### src/sv/rsd_pkg.sv
// rsd_pkg: shared types and constants for the rrip/ship/dip replacement block
// no dependencies
package rsd_pkg;

  // cache geometry, fixed by the request field widths
  localparam int unsigned NUM_SETS = 2048;
  localparam int unsigned NUM_WAYS = 16;
  localparam int unsigned SET_W = $clog2(NUM_SETS);
  localparam int unsigned WAY_W = $clog2(NUM_WAYS);

  localparam int unsigned RRPV_MAX = 3;
  localparam int unsigned STREAK_MAX = 255;
  localparam int unsigned SIG_SHIFT = 6;
  localparam logic [7:0] THRESH_RESET = 8'd8;

  localparam logic [1:0] SIGN_NONE = 2'd0;
  localparam logic [1:0] SIGN_POS = 2'd1;
  localparam logic [1:0] SIGN_NEG = 2'd3;

  localparam logic FUNC_FIND = 1'b0;
  localparam logic FUNC_UPDATE = 1'b1;

endpackage

### src/sv/rsd_clear.sv
// rsd_clear: post-reset sweep counter that walks every set once
// depends on rsd_pkg
module rsd_clear #(
  parameter int unsigned SET_W = 11
) (
  input  logic             clk,
  input  logic             rst,
  output logic             busy,
  output logic [SET_W-1:0] addr
);
  import rsd_pkg::*;

  logic [SET_W-1:0] count;

  always_ff @(posedge clk) begin
    if (rst) begin
      count <= '0;
      busy <= 1'b1;
    end else if (busy) begin
      count <= count + 1'b1;
      if (count == {SET_W{1'b1}}) busy <= 1'b0;
    end
  end

  assign addr = count;

endmodule

### config.mk
export PLATFORM = sky130hd
export DESIGN_NAME = rsd_clear
export DESIGN_NICKNAME = d
export VERILOG_FILES = /design/src/sv/rsd_pkg.sv /design/src/sv/rsd_clear.sv
export SDC_FILE = /design/constraint.sdc
export NUM_CORES = 1
export LEC_CHECK = 0
export BUFFER_PORTS_ARGS = -buffer_cell sky130_fd_sc_hd__clkbuf_2
export CORE_MARGIN = 1
export CORE_UTILIZATION = 29
export DETAILED_ROUTE_END_ITERATION = 10
export PLACE_DENSITY = 0.61
export SLEW_MARGIN = 20
export SYNTH_ARGS = -nofsm -noshare
export SYNTH_HDL_FRONTEND = slang
export SYNTH_SLANG_ARGS = --single-unit
### constraint.sdc
create_clock -name clk -period 1.4 [get_ports clk]
set_clock_uncertainty 0.15 [all_clocks]
set_input_delay 0.14 -clock clk [delete_from_list [all_inputs] [get_ports clk]]
set_output_delay 0.14 -clock clk [all_outputs]
set_load 0.02 [all_outputs]
==> impl_metrics.csv <==
group,metric,value,unit
timing,tns,0,ns
floorplanning,die-area,0.001977,sq mm
finish,final_core_util,0.5275,
floorplanning,die_h,44.47,um
logic_synthesis,async_flop_share,0,
logic_synthesis,synth_top_cells_by_area,"dfxtp_1 46%, a21oi_1 5.7%, o31ai_1 5.7%",
timing,max_freq,736.5,MHz
clock_tree,clock_latency,0.27,ns
critical_path,critPathLaunchType,"flop",
place,dp_hpwl,931.3,um
global_route,grt.overflow.total,0,
critical_path,r2r_end,"addr[8]",
floorplanning,coreArea,0.001594,sq mm
logic_synthesis,syn_nets,60,
logic_synthesis,syn_inst,57,
clock_tree,cts_max_level,1,
route,top_layer,"met4",
critical_path,cp_num_buf_inv,1,
place,io_buffers,13,
timing,finalMaxSlewViolations,0,
clock_tree,cts_buffer_depth,2,
critical_path,cpPeakStageDelay,0.37,ns
power,p_total,0.6389,mW
place,dpl_worst_slack,-0.003732,ns
place,dp_cells,103,
logic_synthesis,synth_edf_count,0,
finish,final_net_count,90,
timing,worstMarginPinSlew,0.2760,ns
clock_tree,cts-buffers-inserted,3,
finish,drive_above_1_share,0.5930,
logic_synthesis,ys_seq_elements,12,
clock_tree,cts_root_buffer,"clkbuf_4",
timing,fin_crit,1.358,ns
route,vias,521,
logic_synthesis,syn_area,523.0,sq um
critical_path,reg2regPathDepth,5,
finish,area_growth,60.77,%
critical_path,crit_family,"flip-flops",
logic_synthesis,synth_top_area_cell,"dfxtp_1",
route,drtIter0Drc,3,
floorplanning,rows,14,
critical_path,cp_max_fo,5,
timing,maxSlewHeadroom,0.8160,
logic_synthesis,synth_ff_type,"dfxtp_1",
worst_hold_path,worstHoldPathType,"in -> reg",
critical_path,crit_arrival,1.37,ns
timing,fin_crit_sh,0.9698,
route,first_pass_iters,2,
route,dr_wl_met3,60,um
route,drc,0,
finish,mostFrequentLayoutCell,"buf_4",
clock_tree,cts.sinks,12,
timing,setup_viol,0,
critical_path,crit_path_end_kind,"flop",
logic_synthesis,ys_types,20,
global_route,track_usage,0.1496,
logic_synthesis,syn_avg_cell_area,9.175,sq um
worst_hold_path,min_path_cells,2,
worst_hold_path,min_from,"rst",
logic_synthesis,yosys_warnings,0,
floorplanning,die_w,44.47,um
route,wl_met2,661,um
route,detail-route-antenna-nets,0,
flow_run,drv_cap,0,
timing,fin_ws,0.04225,ns
critical_path,r2r_setup_slack,0.04,ns
place,gp_congestion,0.8332,
global_route,grt_pass1_wl,2.125,mm
finish,n_antenna_cell,0,
timing,hold_violations,0,
clock_tree,cts.clk_slew.worst_paths,0.08,ns
critical_path,rr_startpoint,"addr[1]",
power,power_density,759.9,mW/mm^2
finish,layout_common_cells,"14 x buf_4, 13 x clkbuf_2, 8 x dfxtp_4",
global_route,antenna_found_initial,0,
floorplanning,start_util,0.3281,
global_route,grt_pass1_vias,502,
route,wirelength,1.311,mm
clock_tree,cts_tree,"built",
critical_path,crit_type,"reg -> reg",
timing,rsz0062_at_grt,"true",
critical_path,critPathRequiredTime,1.41,ns
worst_hold_path,min_to,"addr[6]",
floorplanning,io_pins,14,
outcome,status,"finished clean",
logic_synthesis,synth-seq-area-share,0.4593,
critical_path,cp_cell_sequence,"ha_4, nand3_4, buf_4, o31ai_2, a21oi_2",
critical_path,slowest_stage,"dfxtp_4",
logic_synthesis,yosysTopAreaCellShare,0.4593,
route,viasPerCell,4.736,
power,irDropWorstVdd,0.0005225,V
route,wl_per_cell,11.92,um
power,p_leak,0.3240,nW
global_route,grt_max_degree,13,
finish,finish.cell_count_without_fillers,110,
route,wl_met1,580,um
cell families after synthesis:
| family | Yosys count | share of synthesized area |
|---|---|---|
| XOR/XNOR | 4 | 0.06700 |
| flip-flops | 12 | 0.4593 |
| AND/OR/NAND/NOR | 24 | 0.2655 |
| multiplexers | 1 | 0.01914 |
| buffers and inverters | 2 | 0.02153 |
| AO/OA/AOI/OAI | 13 | 0.1435 |
| adder cells (fa/ha/maj) | 1 | 0.02392 |
timing repair:
action | in CTS | in global routing
setup endpoints to repair | 1 | 5
buffers inserted | 2 | 1
hold buffers | 0 | 0
pin swaps | 2 | 2
resized for setup | 0 | 17
endpoints found under the hold margin | 0 | 0
sequential cells by signal, indices dropped and copies added, names as in the netlist:
signal / flops
addr: 11
busy: 1
worst max-delay path by stage:
stage | start | endpoint | cells past startpoint
2_1_floorplan | addr[1] | addr[10] | 4
4_1_cts | addr[5] | addr[10] | 3
3_5_place_dp | addr[1] | addr[10] | 4
5_1_grt | addr[1] | addr[8] | 4
6_report | addr[1] | addr[8] | 5
3_3_place_gp | addr[1] | addr[10] | 4
cell type report:
type / instances / area [sq um]
clock buffers: 4 / 26.28
fillers: 155 / 753.2
multi-input cells: 43 / 341.6
flip-flops and latches: 12 / 272.8
well taps: 24 / 30.03
repair buffers: 27 / 170.2
stage by stage:
| stage | hold slack [ns] | area, sq um |
|---|---|---|
| final | 0.03994 | 840.8 |
| after global routing | 0.06729 | 840.8 |
| after CTS | 0.04067 | 770.7 |
| after detailed placement | 0.3327 | 729.5 |
| after global placement | 0.3366 | 729.5 |
| after floorplan | 0.05907 | 566.8 |
per-layer routing:
metal,vias up,GRT usage
met5,-,0
met2,13,0.2676
met1,236,0.1630
li1,269,-
met3,3,0.06122
met4,0,0.03636
synthesized netlist by cell type, types with 2 or more instances:
cell	n
nand4_1	4
dfxtp_1	12
a21oi_1	6
or3_1	2
nand2_1	5
xor2_1	3
or4_1	3
o31ai_1	4
o21ai_0	3
nor2_1	5
power by group:
group	switching (mW)	internal [mW]	total, mW
Clock	0.117	0.110	0.228
Sequential	0.0119	0.339	0.350
Combinational	0.0325	0.0281	0.0606
(Power assumes the default switching activity.)
